`config.mk`:
```
export PLATFORM = sky130hd
export DESIGN_NAME = adsorption_cycle_sequencer
export DESIGN_NICKNAME = d
export VERILOG_FILES = /design/src/acs_pkg.sv /design/src/adsorption_cycle_sequencer.sv
export SDC_FILE = /design/constraint.sdc
export NUM_CORES = 1
export LEC_CHECK = 0
export BUFFER_PORTS_ARGS = -buffer_cell sky130_fd_sc_hd__buf_2
export CAP_MARGIN = 20
export CORE_UTILIZATION = 55
export CTS_BUF_LIST = sky130_fd_sc_hd__clkbuf_8
export CTS_CLUSTER_DIAMETER = 200
export DETAILED_ROUTE_END_ITERATION = 8
export MAX_ROUTING_LAYER = met4
export PLACE_DENSITY_LB_ADDON = 0.12
export SYNTH_ARGS = -nofsm -noshare
export SYNTH_HDL_FRONTEND = slang
export SYNTH_SLANG_ARGS = --single-unit
```
`constraint.sdc`:
```
create_clock -name i_clk -period 14.8 [get_ports i_clk]
set_input_delay 2.96 -clock i_clk [delete_from_list [all_inputs] [get_ports i_clk]]
set_output_delay 2.96 -clock i_clk [all_outputs]
set_load 0.05 [all_outputs]
```
`src/acs_pkg.sv`:
```
`timescale 1ns / 1ps
`default_nettype none
// ----------------------------------------------------------------------------
// acs_pkg
// Shared codes and reset values for the adsorption cycle sequencer.
// ----------------------------------------------------------------------------
package acs_pkg;

    localparam int NumValvesDef = 6;
    localparam int NumPumpsDef  = 3;

    localparam int PhaseW = 4;
    localparam int TimeW  = 32;
    localparam int CfgIdxW = 2;

    typedef logic [PhaseW-1:0]  t_phase;
    typedef logic [TimeW-1:0]   t_time;
    typedef logic [CfgIdxW-1:0] t_cfg_idx;

    localparam t_phase PH_INIT   = 4'd0;
    localparam t_phase PH_PRESS  = 4'd1;
    localparam t_phase PH_RD_IN  = 4'd2;
    localparam t_phase PH_CHECK  = 4'd3;
    localparam t_phase PH_ADSORB = 4'd4;
    localparam t_phase PH_RD_OUT = 4'd5;
    localparam t_phase PH_CLEAN  = 4'd6;
    localparam t_phase PH_DONE   = 4'd7;
    localparam t_phase PH_FAULT  = 4'd8;

    localparam t_cfg_idx REG_PRESS_TIMEOUT = 2'd0;
    localparam t_cfg_idx REG_ADSORB_TIME   = 2'd1;
    localparam t_cfg_idx REG_CLEAN_TIME    = 2'd2;

    localparam t_time PRESS_TIMEOUT_RST = 32'd600000;
    localparam t_time ADSORB_TIME_RST   = 32'd60000;
    localparam t_time CLEAN_TIME_RST    = 32'd120000;

    localparam logic ACT_TICK    = 1'b0;
    localparam logic ACT_RESTART = 1'b1;

endpackage
`default_nettype wire

```
`src/adsorption_cycle_sequencer.sv`:
```
`timescale 1ns / 1ps
`default_nettype none
// ----------------------------------------------------------------------------
// adsorption_cycle_sequencer
// Pressure-swing adsorption cycle sequencer with valve and pump outputs.
// ----------------------------------------------------------------------------
// Takes one word per clock cycle. Each accepted tick or restart handles one
// state of the cycle in a single combinational pass and the result word
// appears in the output register on the next cycle; the only thing that
// holds off a new word is a full output register whose word is not taken in
// that same cycle. Configuration writes are taken in any cycle and should be
// issued only while no result is outstanding.
// ----------------------------------------------------------------------------
module adsorption_cycle_sequencer
#(
    parameter int NUM_VALVES = acs_pkg::NumValvesDef,
    parameter int NUM_PUMPS  = acs_pkg::NumPumpsDef
) (
    input  wire                        i_clk,
    input  wire                        i_rst_n,
    // configuration write channel
    input  wire                        i_cfg_valid,
    output logic                       o_cfg_ready,
    input  wire  acs_pkg::t_cfg_idx    i_cfg_index,
    input  wire  acs_pkg::t_time       i_cfg_data,
    // input channel
    input  wire                        i_in_valid,
    output logic                       o_in_ready,
    input  wire                        i_action,
    input  wire  acs_pkg::t_time       i_now_ms,
    input  wire                        i_pressure_ready,
    // result channel
    output logic                       o_out_valid,
    input  wire                        i_out_ready,
    output logic [3:0]                 o_state_code,
    output logic [NUM_VALVES-1:0]      o_valves_open,
    output logic [NUM_PUMPS-1:0]       o_pumps_on,
    output logic                       o_in_fault,
    output logic                       o_state_changed
);
    import acs_pkg::*;

    typedef logic [NUM_VALVES-1:0] t_valves;
    typedef logic [NUM_PUMPS-1:0]  t_pumps;

    localparam t_valves V2 = t_valves'(1) << 1;
    localparam t_valves V3 = t_valves'(1) << 2;
    localparam t_valves V4 = t_valves'(1) << 3;
    localparam t_valves V6 = t_valves'(1) << 5;
    localparam t_pumps  P1 = t_pumps'(1);
    localparam t_pumps  P2 = t_pumps'(1) << 1;
    localparam t_pumps  P3 = t_pumps'(1) << 2;

    t_time   r_press_timeout, r_adsorb_time, r_clean_time;
    t_phase  r_phase, n_phase;
    t_time   r_start, n_start;
    logic    r_pend, n_pend;
    t_valves r_valves, n_valves;
    t_pumps  r_pumps, n_pumps;
    logic    n_changed;
    t_time   elapsed;

    logic    r_out_valid;
    t_phase  r_o_state;
    t_valves r_o_valves;
    t_pumps  r_o_pumps;
    logic    r_o_fault;
    logic    r_o_changed;

    logic    in_acc;

    assign o_cfg_ready = 1'b1;
    assign o_in_ready  = !r_out_valid || i_out_ready;
    assign in_acc      = i_in_valid && o_in_ready;
    assign elapsed     = i_now_ms - r_start;

    // one state handled per word
    always_comb begin
        logic go;
        t_phase go_to;
        go       = 1'b0;
        go_to    = r_phase;
        n_pend   = r_pend;
        n_valves = r_valves;
        n_pumps  = r_pumps;
        if (i_action == ACT_RESTART) begin
            go    = 1'b1;
            go_to = PH_INIT;
        end else begin
            case (r_phase)
                PH_PRESS: begin
                    if (r_pend) begin
                        n_valves = '0;
                        n_pumps  = r_pumps | P1;
                    end
                    go    = 1'b1;
                    go_to = PH_RD_IN;
                end
                PH_RD_IN: begin
                    go    = 1'b1;
                    go_to = PH_CHECK;
                end
                PH_CHECK: begin
                    // ready wins over the timeout on the same tick
                    if (i_pressure_ready) begin
                        go    = 1'b1;
                        go_to = PH_ADSORB;
                    end else if (elapsed >= r_press_timeout) begin
                        go    = 1'b1;
                        go_to = PH_FAULT;
                    end
                end
                PH_ADSORB: begin
                    if (r_pend) begin
                        n_valves = (r_valves | V3) & ~(V4 | V6);
                        n_pumps  = r_pumps | P2 | P3;
                        n_pend   = 1'b0;
                    end
                    if (elapsed >= r_adsorb_time) begin
                        go    = 1'b1;
                        go_to = PH_RD_OUT;
                    end
                end
                PH_RD_OUT: begin
                    go    = 1'b1;
                    go_to = PH_CLEAN;
                end
                PH_CLEAN: begin
                    if (r_pend) begin
                        n_valves = (r_valves & ~(V3 | V2)) | V6;
                        n_pumps  = r_pumps | P2 | P3;
                        n_pend   = 1'b0;
                    end
                    if (elapsed >= r_clean_time) begin
                        go    = 1'b1;
                        go_to = PH_DONE;
                    end
                end
                PH_DONE: begin
                    n_valves = r_valves & ~(V3 | V6);
                    n_pumps  = r_pumps & ~(P2 | P3);
                    go       = 1'b1;
                    go_to    = PH_PRESS;
                end
                PH_FAULT: begin
                    // hold here until a restart word
                    if (r_pend) begin
                        n_valves = '0;
                        n_pumps  = '0;
                        n_pend   = 1'b0;
                    end
                end
                default: begin
                    // init and unused codes
                    n_valves = '0;
                    n_pumps  = '0;
                    go       = 1'b1;
                    go_to    = PH_PRESS;
                end
            endcase
        end
        n_phase   = go_to;
        n_start   = go ? i_now_ms : r_start;
        if (go) begin
            n_pend = 1'b1;
        end
        n_changed = go;
    end

    always_ff @(posedge i_clk) begin
        if (!i_rst_n) begin
            r_press_timeout <= PRESS_TIMEOUT_RST;
            r_adsorb_time   <= ADSORB_TIME_RST;
            r_clean_time    <= CLEAN_TIME_RST;
        end else if (i_cfg_valid) begin
            case (i_cfg_index)
                REG_PRESS_TIMEOUT: r_press_timeout <= i_cfg_data;
                REG_ADSORB_TIME:   r_adsorb_time   <= i_cfg_data;
                REG_CLEAN_TIME:    r_clean_time    <= i_cfg_data;
                default: ;
            endcase
        end
    end

    always_ff @(posedge i_clk) begin
        if (!i_rst_n) begin
            r_phase  <= PH_INIT;
            r_start  <= '0;
            r_pend   <= 1'b1;
            r_valves <= '0;
            r_pumps  <= '0;
        end else if (in_acc) begin
            r_phase  <= n_phase;
            r_start  <= n_start;
            r_pend   <= n_pend;
            r_valves <= n_valves;
            r_pumps  <= n_pumps;
        end
    end

    always_ff @(posedge i_clk) begin
        if (!i_rst_n) begin
            r_out_valid <= 1'b0;
        end else if (in_acc) begin
            r_out_valid <= 1'b1;
        end else if (i_out_ready) begin
            r_out_valid <= 1'b0;
        end
    end

    always_ff @(posedge i_clk) begin
        if (in_acc) begin
            r_o_state   <= n_phase;
            r_o_valves  <= n_valves;
            r_o_pumps   <= n_pumps;
            r_o_fault   <= (n_phase == PH_FAULT);
            r_o_changed <= n_changed;
        end
    end

    assign o_out_valid     = r_out_valid;
    assign o_state_code    = r_o_state;
    assign o_valves_open   = r_o_valves;
    assign o_pumps_on      = r_o_pumps;
    assign o_in_fault      = r_o_fault;
    assign o_state_changed = r_o_changed;

endmodule
`default_nettype wire

```
==> out/metrics.yaml <==
final_layout:
  multi_input_area_sq_um: 5820
  fillers: 1631
  diodes: 0
  drive_gt1_share_pct: 11.0
  finalNonFillerCells: 1557
  final_cell_area_sq_um: 10800
  seqCellArea_sq_um: 3310
  nNetsFinal: 1520
  syn_to_final_growth_pct: 9.49
power_and_ir_drop:
  switching_share_pct: 35.7
  p_comb_share_pct: 30.9
  p_sw_w: 0.000400
  peakVddDrop_mv: 0.0816
  power_frac_seq_pct: 41.0
  intPower_w: 0.000719
  clkPwrFrac_pct: 28.1
  power_leakage_nw: 4.55
  power.density_nw_per_um2: 103
sta:
  rsz0062_at_grt: "false"
  finalHoldViolCount: 0
  fmax_mhz: 127
  tightest_slew_ns: 1.02
  tns_ns: 0
  clock_skew_ns: 0.0166
  setup_viol: 0
  min_period_ns: 7.86
  slew_headroom_pct: 30.9
  fin_crit_sh_pct: 53.1
  final_max_slew_viol_count: 0
cts:
  post-cts-setup-buffer-count: 0
  cts_sinks: 158
  cts_buffers: 17
  cts_resized: 0
  htreeDepth: 4
  root_buffer: "clkbuf_8"
  clkTransAtPathRegs_ns: 0.09
  hold_buffers: 0
  cts_buffer_depth: 2
  clk_latency_ns: 0.48
  cts_tree: "yes"
floorplanning:
  start_util_pct: 56.8
  die_w_microns: 136
  ioPinCount: 91
  dieArea_sq_um: 18500
  coreArea_sq_um: 17400
  die_h_microns: 136
  rows: 48
place:
  dp_cells: 1525
  place_hpwl_microns: 17200
  place_area_sq_um: 10500
  port_buffers: 89
  routabilityCongestion: 0.907
routing:
  routed_wl_microns: 23500
  drc: 0
  vias: 8434
  drtPass1Iterations: 5
  avgRoutedWirePerCell_microns: 15.1
  viasPerCell: 5.42
  ant_nets: 0
  drtIter0Drc: 505
synthesis:
  ys_seq_area_share_pct: 33.5
  syn-cell-area_sq_um: 9900
  synth_edf_count: 15
  ys_warn_count: 0
  synth_nets: 1453
  syn_avg_cell_area_sq_um: 7.90
  synth_flop_cell: "dfxtp_1"
  synthArstFlopShare_pct: 0
  synth_cell_types: 65
  synthCells: 1252
  synth_seq_cells: 158
setup_path:
  cp.arrival_ns: 8.26
  start_kind: "input pin"
  cp_max_fo: 33
  startpoint: "i_now_ms[0]"
  critPathRequiredTime_ns: 15.20
  reg2reg_to: "r_start[7]"
  rrSetupSlack_ns: 9.25
  r2r_cells: 19
  worstSetupPathType: "in -> reg"
  worstSetupEndpoint: "r_start[7]"
  rr_startpoint: "r_start[0]"
  end_kind: "register"
worst_hold_path:
  worst_hold_path_type: "reg -> reg"
run:
  maxCapViolCount: 0
status:
  status: "finished clean"
grt:
  grt_pass1_wl_microns: 38500
  grt_max_degree: 94
  antenna_found_initial: 0
  grt_pass1_vias: 7723
  gr-usage-all-layers_pct: 27.5
  grt-ovfl-total: 0
metrics by stage:
stage          power (W)  hold WS [ns]  util (%)  setup WS, ns
4_1_cts          0.00113         0.436      62.2          7.01
3_5_place_dp    0.000811         0.424      60.1          6.50
5_1_grt          0.00119         0.460      62.2          6.61
2_1_floorplan   0.000718         0.407         -          7.58
6_report         0.00112         0.434      62.2          6.94
3_3_place_gp    0.000807         0.414      60.1          6.70
synthesized netlist by cell type (3+ instances only):
cell	n	area [sq um]
nand2_1	285	1070
a21oi_1	147	736
inv_1	145	544
dfxtp_1	143	2860
ha_1	127	1590
clkbuf_1	43	161
mux2i_1	33	330
nor2_1	31	116
o21ai_0	30	150
o211ai_1	28	210
xnor2_1	22	193
nand3_1	19	95.1
nand4_1	17	106
nor3_1	16	80.1
edfxtp_1	15	450
a21o_1	14	105
nor2b_1	11	68.8
and3_1	8	50.1
nand2b_1	8	50.1
xor2_1	8	70.1
a31oi_1	7	43.8
a21boi_0	6	45.0
o21a_1	6	45.0
o21ai_1	6	30.0
a211oi_1	4	30.0
a221oi_1	4	35.0
nand3b_1	4	30.0
or2_2	4	25.0
or3_1	4	25.0
and4_1	3	26.3
buf_8	3	45.0
o221ai_1	3	26.3
o41ai_1	3	26.3
worst min-delay path by stage:
stage	start	endpoint	slack, ns	cells after the start
2_1_floorplan	r_valves[1]	r_valves[1]	0.41	2
3_3_place_gp	r_valves[1]	r_valves[1]	0.41	2
3_5_place_dp	r_valves[1]	r_valves[1]	0.42	2
4_1_cts	r_valves[1]	r_valves[1]	0.44	2
5_1_grt	r_valves[1]	r_valves[1]	0.46	2
6_report	r_valves[1]	r_valves[1]	0.43	2
worst max-delay path, cell delays in order:
cell,delay [ns]
buf_2,0.10
inv_1,0.05
ha_1,0.15
inv_1,0.05
fa_1,0.40
a21oi_1,0.23
o211ai_1,0.14
a32oi_1,0.49
o221ai_1,0.29
nand4_1,0.18
nand2b_1,0.10
o31ai_1,0.26
xnor2_1,0.21
ha_1,0.33
nand4_1,0.15
or4_1,0.43
o31ai_1,0.54
o21ai_1,0.22
a31oi_4,0.19
buf_4,0.48
mux2i_1,0.26
kinds of logic (layout without fill, tap and decap cells):
kind of cell,count (synthesis),count (layout),share of synthesized area (%)
other cells,1,1,0.0379
fa+ha+maj,128,128,16.3
mux,33,33,3.34
xor+xnor,30,30,2.65
simple gates,424,424,19.0
buf+inv,194,274,7.74
compound gates,284,284,17.5
flops,158,158,33.5
area by class of cell:
| type | instances | share of cell area, % |
|---|---|---|
| multi-input combinational | 900 | 53.7 |
| clock inverter | 15 | 1.25 |
| tap | 225 | 2.60 |
| inverter | 145 | 5.02 |
| sequential | 158 | 30.6 |
| timing repair buffer | 97 | 4.66 |
| clock buffer | 17 | 2.16 |
power groups by stage:
| stage | clock network [W] | registers (W) | logic, W |
|---|---|---|---|
| 2_1_floorplan | 0 | 0.000474 | 0.000244 |
| 3_3_place_gp | 0 | 0.000468 | 0.000339 |
| 5_1_grt | 0.000338 | 0.000461 | 0.000391 |
| 6_report | 0.000315 | 0.000458 | 0.000346 |
| 3_5_place_dp | 0 | 0.000468 | 0.000342 |
| 4_1_cts | 0.000321 | 0.000458 | 0.000346 |
registers in the layout, indices dropped and copies added (netlist names):
register and flops:
o_in_fault 1, o_out_valid 1, o_pumps_on 3, o_state_changed 1
o_state_code 4, o_valves_open 6, r_adsorb_time 32, r_clean_time 32
r_pend 1, r_phase 4, r_press_timeout 32, r_pumps 3
r_start 32, r_valves 6
placed cells by master, fill, tap and decap left out, types with 8 or more instances in the layout:
cell / instances
ha_1: 127
nand2_1: 285
a21o_1: 14
nand4_1: 17
and3_1: 8
inv_1: 144
edfxtp_1: 15
xnor2_1: 22
nor2b_1: 11
buf_2: 89
nor2_1: 31
a21oi_1: 147
nand2b_1: 8
nand3_1: 19
o211ai_1: 28
o21ai_0: 30
clkbuf_8: 17
nor3_1: 16
mux2i_1: 33
dfxtp_1: 143
buf_4: 8
xor2_1: 8
routing by layer:
layer / GRT usage, % / share of wire (%)
met4: 9.63 / 2.2
met3: 4.29 / 4.1
met1: 34.4 / 46
met2: 44.8 / 47
met5: - / 0
Power figures use the tool's default switching activity.
